### src/hw/rtl/itl_pkg.sv
// itl_pkg: shared constants and types for the indentation token lexer.
// No dependencies; used by itl_cell and indentation_token_lexer.
package itl_pkg;

    localparam int STACK_DEPTH_DEF = 64;
    localparam int MAX_TOKENS      = 64;
    localparam int LEVEL_W         = 16;
    localparam int TAB_W           = 5;
    localparam int DATA_W          = 32;

    localparam logic [TAB_W-1:0]   TAB_RESET = 5'd4;
    localparam logic [LEVEL_W-1:0] WIDTH_MAX = 16'hFFFF;

    localparam logic [7:0] CHAR_LF    = 8'h0A;
    localparam logic [7:0] CHAR_TAB   = 8'h09;
    localparam logic [7:0] CHAR_SPACE = 8'h20;

    typedef enum logic [1:0] {
        KIND_NEWLINE = 2'd0,
        KIND_INDENT  = 2'd1,
        KIND_DEDENT  = 2'd2
    } t_kind;

    // shift command broadcast along the stack chain
    typedef struct packed {
        logic push;
        logic pop;
    } t_shift_ctl;

endpackage

### src/hw/rtl/indentation_token_lexer.sv
// indentation_token_lexer: offside-rule NEWLINE/INDENT/DEDENT token generator.
// Depends on itl_pkg and itl_cell (one cell per stack entry above the base).
//
//  channel   direction  handshake                  payload
//  in        input      i_in_valid / o_in_stall    i_char_code, i_at_end, i_externals_enabled
//  out       output     o_out_valid / i_out_stall  o_token_kind, o_indent_level, o_last
//  cfg       input      APB psel/penable/pready    paddr, pwdata, prdata (tab_width)
//
// A byte that yields no token is taken without leaving idle. A line that
// indents goes straight to the emit phase; any other decided line first pops
// one level at a time, then leaves the pop phase, then emits its tokens.
// End of input goes straight to the emit phase.
// Tokens leave through a single output register; a held stall delays them.
// o_in_stall is high from acceptance until the last token is loaded.
// Synchronous active-low reset; stack cells hold no reset, the base level is 0.
module indentation_token_lexer #(
    parameter int STACK_DEPTH = itl_pkg::STACK_DEPTH_DEF
) (
    input  logic                         i_clk,
    input  logic                         i_rst_n,
    input  logic                         i_in_valid,
    output logic                         o_in_stall,
    input  logic [7:0]                   i_char_code,
    input  logic                         i_at_end,
    input  logic                         i_externals_enabled,
    output logic                         o_out_valid,
    input  logic                         i_out_stall,
    output logic [1:0]                   o_token_kind,
    output logic [itl_pkg::LEVEL_W-1:0]  o_indent_level,
    output logic                         o_last,
    input  logic                         psel,
    input  logic                         penable,
    input  logic                         pwrite,
    input  logic [2:0]                   paddr,
    input  logic [itl_pkg::DATA_W-1:0]   pwdata,
    output logic [itl_pkg::DATA_W-1:0]   prdata,
    output logic                         pready
);

    localparam int CAP   = (STACK_DEPTH < itl_pkg::MAX_TOKENS) ? STACK_DEPTH
                                                               : itl_pkg::MAX_TOKENS;
    localparam int CNT_W = $clog2(CAP + 1);
    localparam int NCELL = CAP - 1;
    localparam logic [CNT_W-1:0] CNT_ONE = CNT_W'(1);
    localparam logic [CNT_W-1:0] CNT_CAP = CNT_W'(CAP);
    localparam int LW = itl_pkg::LEVEL_W;

    typedef enum logic [1:0] {
        S_IDLE,
        S_POP,
        S_EMIT
    } t_state;

    t_state                  r_state, n_state;
    logic [CNT_W-1:0]        r_count, n_count;
    logic [CNT_W-1:0]        r_dedents, n_dedents;
    logic                    r_indent, n_indent;
    logic                    r_nl_sent, n_nl_sent;
    logic                    r_measuring, n_measuring;
    logic [LW-1:0]           r_width, n_width;
    logic                    r_end_handled, n_end_handled;
    logic [itl_pkg::TAB_W-1:0] r_tab_width;
    logic                    r_out_valid, n_out_valid;
    itl_pkg::t_kind          r_kind, n_kind;
    logic [LW-1:0]           r_level, n_level;
    logic                    r_last, n_last;

    itl_pkg::t_shift_ctl     w_ctl;
    logic [LW-1:0]           w_level [NCELL];
    logic [LW-1:0]           w_top;
    logic [LW:0]             w_sum;
    logic [LW-1:0]           w_sat;
    logic                    w_in_acc;
    logic                    w_slot_free;
    logic                    w_cfg_wr;

    // stack chain: cell 0 is the top entry, the base level is implicit
    for (genvar g = 0; g < NCELL; g++) begin : g_cell
        logic [LW-1:0] w_above;
        logic [LW-1:0] w_below;
        if (g == 0) begin : g_head
            assign w_above = r_width;
        end else begin : g_mid
            assign w_above = w_level[g-1];
        end
        if (g == NCELL - 1) begin : g_tail
            assign w_below = w_level[g];
        end else begin : g_body
            assign w_below = w_level[g+1];
        end
        itl_cell u_cell (
            .i_clk        (i_clk),
            .i_ctl        (w_ctl),
            .i_from_above (w_above),
            .i_from_below (w_below),
            .o_level      (w_level[g])
        );
    end

    assign w_top       = (r_count == CNT_ONE) ? '0 : w_level[0];
    assign w_sum       = {1'b0, r_width}
                       + ((i_char_code == itl_pkg::CHAR_SPACE) ? (LW+1)'(1)
                                                               : (LW+1)'(r_tab_width));
    assign w_sat       = w_sum[LW] ? itl_pkg::WIDTH_MAX : w_sum[LW-1:0];
    assign w_in_acc    = i_in_valid && (r_state == S_IDLE);
    assign w_slot_free = !r_out_valid || !i_out_stall;
    assign w_cfg_wr    = psel && penable && pwrite && pready;

    always_comb begin
        n_state       = r_state;
        n_count       = r_count;
        n_dedents     = r_dedents;
        n_indent      = r_indent;
        n_nl_sent     = r_nl_sent;
        n_measuring   = r_measuring;
        n_width       = r_width;
        n_end_handled = r_end_handled;
        n_out_valid   = r_out_valid && i_out_stall;
        n_kind        = r_kind;
        n_level       = r_level;
        n_last        = r_last;
        w_ctl         = '0;

        case (r_state)
            S_IDLE: begin
                if (w_in_acc && i_externals_enabled) begin
                    if (i_at_end && (r_measuring || !r_end_handled)) begin
                        // unwind to the base level
                        n_measuring   = 1'b0;
                        n_end_handled = 1'b1;
                        n_count       = CNT_ONE;
                        n_dedents     = r_count - CNT_ONE;
                        n_indent      = 1'b0;
                        n_nl_sent     = 1'b0;
                        n_state       = S_EMIT;
                    end else if (!i_at_end && !r_measuring) begin
                        if (i_char_code == itl_pkg::CHAR_LF) begin
                            n_measuring = 1'b1;
                            n_width     = '0;
                        end
                    end else if (!i_at_end) begin
                        if (i_char_code == itl_pkg::CHAR_LF) begin
                            n_width = '0;
                        end else if (i_char_code == itl_pkg::CHAR_SPACE ||
                                     i_char_code == itl_pkg::CHAR_TAB) begin
                            n_width = w_sat;
                        end else begin
                            n_measuring = 1'b0;
                            n_nl_sent   = 1'b0;
                            n_dedents   = '0;
                            if (r_width > w_top) begin
                                n_indent = 1'b1;
                                n_state  = S_EMIT;
                            end else begin
                                n_indent = 1'b0;
                                n_state  = S_POP;
                            end
                        end
                    end
                end
            end
            S_POP: begin
                if (r_count != CNT_ONE && w_top > r_width) begin
                    w_ctl.pop = 1'b1;
                    n_count   = r_count - CNT_ONE;
                    n_dedents = r_dedents + CNT_ONE;
                end else begin
                    n_state = S_EMIT;
                end
            end
            S_EMIT: begin
                if (w_slot_free) begin
                    n_out_valid = 1'b1;
                    n_level     = w_top;
                    if (!r_nl_sent) begin
                        n_kind    = itl_pkg::KIND_NEWLINE;
                        n_nl_sent = 1'b1;
                        n_last    = !r_indent && (r_dedents == '0);
                        if (r_indent && r_count < CNT_CAP) begin
                            w_ctl.push = 1'b1;
                            n_count    = r_count + CNT_ONE;
                        end
                        if (!r_indent && r_dedents == '0) begin
                            n_state = S_IDLE;
                        end
                    end else if (r_indent) begin
                        // top already reflects the push, or is unchanged when full
                        n_kind   = itl_pkg::KIND_INDENT;
                        n_last   = 1'b1;
                        n_indent = 1'b0;
                        n_state  = S_IDLE;
                    end else begin
                        n_kind    = itl_pkg::KIND_DEDENT;
                        n_dedents = r_dedents - CNT_ONE;
                        n_last    = (r_dedents == CNT_ONE);
                        if (r_dedents == CNT_ONE) begin
                            n_state = S_IDLE;
                        end
                    end
                end
            end
            default: begin
                n_state = S_IDLE;
            end
        endcase
    end

    always_ff @(posedge i_clk) begin
        if (!i_rst_n) begin
            r_state       <= S_IDLE;
            r_count       <= CNT_ONE;
            r_dedents     <= '0;
            r_indent      <= 1'b0;
            r_nl_sent     <= 1'b0;
            r_measuring   <= 1'b0;
            r_width       <= '0;
            r_end_handled <= 1'b0;
            r_tab_width   <= itl_pkg::TAB_RESET;
            r_out_valid   <= 1'b0;
        end else begin
            r_state       <= n_state;
            r_count       <= n_count;
            r_dedents     <= n_dedents;
            r_indent      <= n_indent;
            r_nl_sent     <= n_nl_sent;
            r_measuring   <= n_measuring;
            r_width       <= n_width;
            r_end_handled <= n_end_handled;
            r_out_valid   <= n_out_valid;
            if (w_cfg_wr && !paddr[2]) begin
                r_tab_width <= pwdata[itl_pkg::TAB_W-1:0];
            end
        end
    end

    always_ff @(posedge i_clk) begin
        r_kind  <= n_kind;
        r_level <= n_level;
        r_last  <= n_last;
    end

    assign o_in_stall     = (r_state != S_IDLE);
    assign o_out_valid    = r_out_valid;
    assign o_token_kind   = r_kind;
    assign o_indent_level = r_level;
    assign o_last         = r_last;
    assign pready         = 1'b1;
    assign prdata         = paddr[2] ? '0
                          : {{(itl_pkg::DATA_W - itl_pkg::TAB_W){1'b0}}, r_tab_width};

    a_count_range: assert property (@(posedge i_clk) disable iff (!i_rst_n)
        (r_count >= CNT_ONE) && (r_count <= CNT_CAP))
        else $error("stack count out of range");

    a_indent_last: assert property (@(posedge i_clk) disable iff (!i_rst_n)
        (o_out_valid && o_token_kind == itl_pkg::KIND_INDENT) |-> o_last)
        else $error("indent token not marked last");

    a_pop_shrinks: assert property (@(posedge i_clk) disable iff (!i_rst_n)
        (r_state == S_POP) |=> (r_count <= $past(r_count)))
        else $error("stack grew while popping");

    a_newline_first: assert property (@(posedge i_clk) disable iff (!i_rst_n)
        (r_state == S_EMIT && !r_nl_sent && w_slot_free) |=>
            (o_out_valid && o_token_kind == itl_pkg::KIND_NEWLINE))
        else $error("newline not loaded into a free output slot");

endmodule

### src/hw/rtl/itl_cell.sv
// itl_cell: one entry of the shift-register level stack.
// Depends on itl_pkg (t_shift_ctl, LEVEL_W).
module itl_cell (
    input  logic                         i_clk,
    input  itl_pkg::t_shift_ctl          i_ctl,
    input  logic [itl_pkg::LEVEL_W-1:0]  i_from_above,
    input  logic [itl_pkg::LEVEL_W-1:0]  i_from_below,
    output logic [itl_pkg::LEVEL_W-1:0]  o_level
);

    logic [itl_pkg::LEVEL_W-1:0] r_level;

    // push moves entries away from the top, pop moves them towards it
    always_ff @(posedge i_clk) begin
        if (i_ctl.push) begin
            r_level <= i_from_above;
        end else if (i_ctl.pop) begin
            r_level <= i_from_below;
        end
    end

    assign o_level = r_level;

endmodule

### config.mk
export PLATFORM = sky130hd
export DESIGN_NAME = indentation_token_lexer
export DESIGN_NICKNAME = d
export VERILOG_FILES = /design/src/hw/rtl/itl_pkg.sv /design/src/hw/rtl/indentation_token_lexer.sv /design/src/hw/rtl/itl_cell.sv
export SDC_FILE = /design/constraint.sdc
export NUM_CORES = 2
export LEC_CHECK = 0
export BUFFER_PORTS_ARGS = -buffer_cell sky130_fd_sc_hd__buf_2
export CELL_PAD_IN_SITES_DETAIL_PLACEMENT = 1
export CELL_PAD_IN_SITES_GLOBAL_PLACEMENT = 1
export CORE_MARGIN = 2
export CORE_UTILIZATION = 32
export DETAILED_ROUTE_END_ITERATION = 8
export PLACE_DENSITY_LB_ADDON = 0.1
export SYNTH_ARGS = -nofsm -noshare
export SYNTH_HDL_FRONTEND = slang
export SYNTH_HIERARCHICAL = 1
export SYNTH_SLANG_ARGS = --single-unit
### constraint.sdc
create_clock -name i_clk -period 5.6 [get_ports i_clk]
set_input_delay 1.4 -clock i_clk [delete_from_list [all_inputs] [get_ports i_clk]]
set_output_delay 1.4 -clock i_clk [all_outputs]
set_load 0.03 [all_outputs]
==> flow_summary_export.csv <==
group,metric,value,unit
placement,place_area,0.0519,mm^2
sta,setup_tns,0,ns
routing,antenna_left,0,
die,die_area,0.161,mm^2
sta,final.setup.worst_slack,0.763,ns
routing,drc,0,
clock_tree,cts_buffers,120,
routing,met3RoutedLength,3050,um
clock_tree,postCtsSetupRepairBufs,0,
clock_tree,clock_sinks,1069,
pwr,seq_power_share,0.494,
routing,drt_first_pass_iters,5,
clock_tree,clockBufferDepth,3,
die,coreArea,0.157,mm^2
clock_tree,cts.clk_slew.worst_paths,0.06,ns
pwr,cell_internal_pwr,0.0136,W
clock_tree,cts_tree,"built",
grt,grt_pass1_vias,25900,
routing,wirelength_met1,49100,um
critical_path,path_max_fanout,63,
logic_synthesis,avgSynthCellArea,18.5,um^2
flow_run,maxCapViolCount,0,
sta,slew_headroom,0.383,
die,pin_count,106,
pwr,combinationalPowerShare,0.086,
logic_synthesis,netlist_area,0.0506,mm^2
routing,routed-wl-met2,46100,um
min_path,hold_class,"reg -> reg",
pwr,irDropWorstVdd,0.244,mV
sta,max_freq,0.207,GHz
clock_tree,ctsHoldBuffers,0,
clock_tree,insertion_delay,0.74,ns
die,start_util,0.323,
logic_synthesis,yosys_register_bits,1069,
outcome,outcome,"finished clean",
cells_and_area,fin_area,0.0556,mm^2
placement,dp_hpwl,67900,um
placement,gp_congestion,0.745,
routing,wl,101000,um
critical_path,critical_path.max_stage_delay,0.77,ns
grt,grt_first_pass_wirelength,160000,um
routing,highest_layer,"met4",
sta,max_slew.worst_pin.slew,0.926,ns
cells_and_area,fin_nets,2904,
pwr,powerDensity,325,mW/mm^2
grt,grtUsageTotal,0.124,
routing,dr_total_vias,23100,
sta,finalCritPeriodShare,0.864,
clock_tree,cts_root_buf,"clkbuf_16",
routing,avgViaCountPerCell,4.64,
critical_path,cp_common_cell,"ha_1",
placement,port-buffer-count,48,
logic_synthesis,yosysSeqAreaShare,0.627,
critical_path,crit_family,"simple AND/OR/NAND/NOR gates",
logic_synthesis,yosys_most_used_dff,"edfxtp_1",
sta,min_period,4.84,ns
routing,drt_iter0_markers,1206,
logic_synthesis,synth_edf_count,1027,
die,die_x,402,um
critical_path,worstPathRequired,5.94,ns
clock_tree,cts_htree_levels,3,
cells_and_area,drive_gt1_frac,0.445,
cells_and_area,antenna_cells,0,
critical_path,path_class,"reg -> reg",
die,fp.dieH,402,um
cells_and_area,final.fill_count,15500,
critical_path,cp-end-kind,"register",
placement,post-place-ws,0.659,ns
die,core.rowCount,145,
sta,drv_slew,0,
routing,wl_per_cell,20.3,um
sta,hold_viol,0,
logic_synthesis,async_flop_share,0,
critical_path,crit_chain,"ha_1, nand4_1, and2_1, ha_1, nand4_2, or4_4, a2bb2oi_1, a21oi_1, and2_2, buf_12, or2_1",
clock_tree,ctsResizeCount,0,
cells_and_area,layout_commonest_cell,"edfxtp_1",
logic_synthesis,synthCells,2737,
grt,grt_max_degree,82,
sta,grt_setup_unrepaired,"no",
grt,antenna_found_initial,0,
logic_synthesis,synth_cell_types,75,
pwr,p_switching,0.00441,W
sta,setup_violations,0,
cells_and_area,syn_to_final_growth,9.92,%
critical_path,worstPathArrival,5.18,ns
critical_path,crit_path_start_kind,"register",
logic_synthesis,yosys_warnings,6,
critical_path,slowest_stage,"or2_1",
pwr,leakage,14.3,nW
sta,clock-skew-final,0.0219,ns
grt,overflow,0,
critical_path,critPathBufInv,1,
cells_and_area,layout_common_cells,"edfxtp_1 (1027), mux2_4 (568), mux2_2 (441), clkbuf_16 (120), or2_1 (64)",
pwr,clkPwrFrac,0.420,
pwr,swShare,0.245,
==> routing by layer <==
layer  global-route usage  up-vias
li1                     -    10700
met1                0.177    12000
met2                0.193      245
met3               0.0221      158
met4               0.0356        0
met5                    0        -
==> worst reg2reg max path, stage by stage (launching register included) <==
cell and delay [ns]:
dfxtp_1 0.54, ha_1 0.23, nand4_1 0.48, and2_1 0.45, ha_1 0.32, nand4_2 0.13
or4_4 0.59, a2bb2oi_1 0.19, a21oi_1 0.24, and2_2 0.20, buf_12 0.27, or2_1 0.82
==> cells in the mapped netlist, types with 29 or more instances <==
cell type / count / area [um^2]
edfxtp_1: 1027 / 30800
mux2_4: 568 / 8530
mux2_2: 441 / 4970
buf_6: 65 / 732
or2_1: 64 / 400
buf_12: 63 / 1260
nand2_1: 52 / 195
dfxtp_1: 42 / 841
inv_1: 33 / 124
a21oi_1: 32 / 160
ha_1: 32 / 400
nor2_1: 32 / 120
buf_4: 29 / 218
==> power groups by stage <==
| stage | logic, W | registers, W | clock network [W] |
|---|---|---|---|
| 2_1_floorplan | 0.00118 | 0.00915 | 0 |
| 3_3_place_gp | 0.00154 | 0.00908 | 0 |
| 3_5_place_dp | 0.00157 | 0.00908 | 0 |
| 4_1_cts | 0.00157 | 0.00892 | 0.00790 |
| 5_1_grt | 0.00169 | 0.00892 | 0.00816 |
| 6_report | 0.00155 | 0.00891 | 0.00757 |
==> through the flow <==
stage / hold slack [ns] / power, W / util / instances
2_1_floorplan: 0.448 / 0.0103 / - / 2763
3_3_place_gp: 0.478 / 0.0106 / 0.331 / 4755
3_5_place_dp: 0.493 / 0.0107 / 0.331 / 4755
4_1_cts: 0.501 / 0.0184 / 0.355 / 4978
5_1_grt: 0.527 / 0.0188 / 0.355 / 4978
6_report: 0.492 / 0.0180 / 0.355 / 4978
==> flip-flops by register name, indices dropped and copies added (netlist names) <==
register	cells
o_token_kind	2
r_count	7
r_indent	1
r_measuring	1
r_tab_width	5
o_out_valid	1
r_nl_sent	1
r_state	2
o_last	1
r_end_handled	1
o_indent_level	16
r_dedents	7
g_cell.w_above	16
g_cell.u_cell/o_level	1008
==> path summary, 6_finish.rpt <==
kind               from                           end  slack, ns  cells after the start
max          r_count[0]  g_cell[17].u_cell/o_level[8]       0.76                     11
min          r_count[6]                    r_count[6]       0.49                      2
max reg2reg  r_count[0]  g_cell[17].u_cell/o_level[8]       0.76                     11
min reg2reg  r_count[6]                    r_count[6]       0.49                      2
==> final cells by class <==
cell class,count,area [um^2],share of cell area
flip-flops and latches,1069,31700,0.570
inverters,35,131,0.00236
repair buffers,113,903,0.0163
clock inverters,72,612,0.0110
clock buffers,151,3120,0.0561
well taps,2058,2570,0.0463
multi-input cells,1480,16600,0.298
==> logic make-up after synthesis <==
| logic type | synth area share |
|---|---|
| flip-flops | 0.627 |
| buffers and inverters | 0.0480 |
| adder cells (fa/ha/maj) | 0.00831 |
| AND/OR/NAND/NOR | 0.0266 |
| AO/OA/AOI/OAI | 0.0185 |
| other | 0.000149 |
| XOR/XNOR | 0.00208 |
| multiplexers | 0.270 |
(Power assumes the default switching activity.)
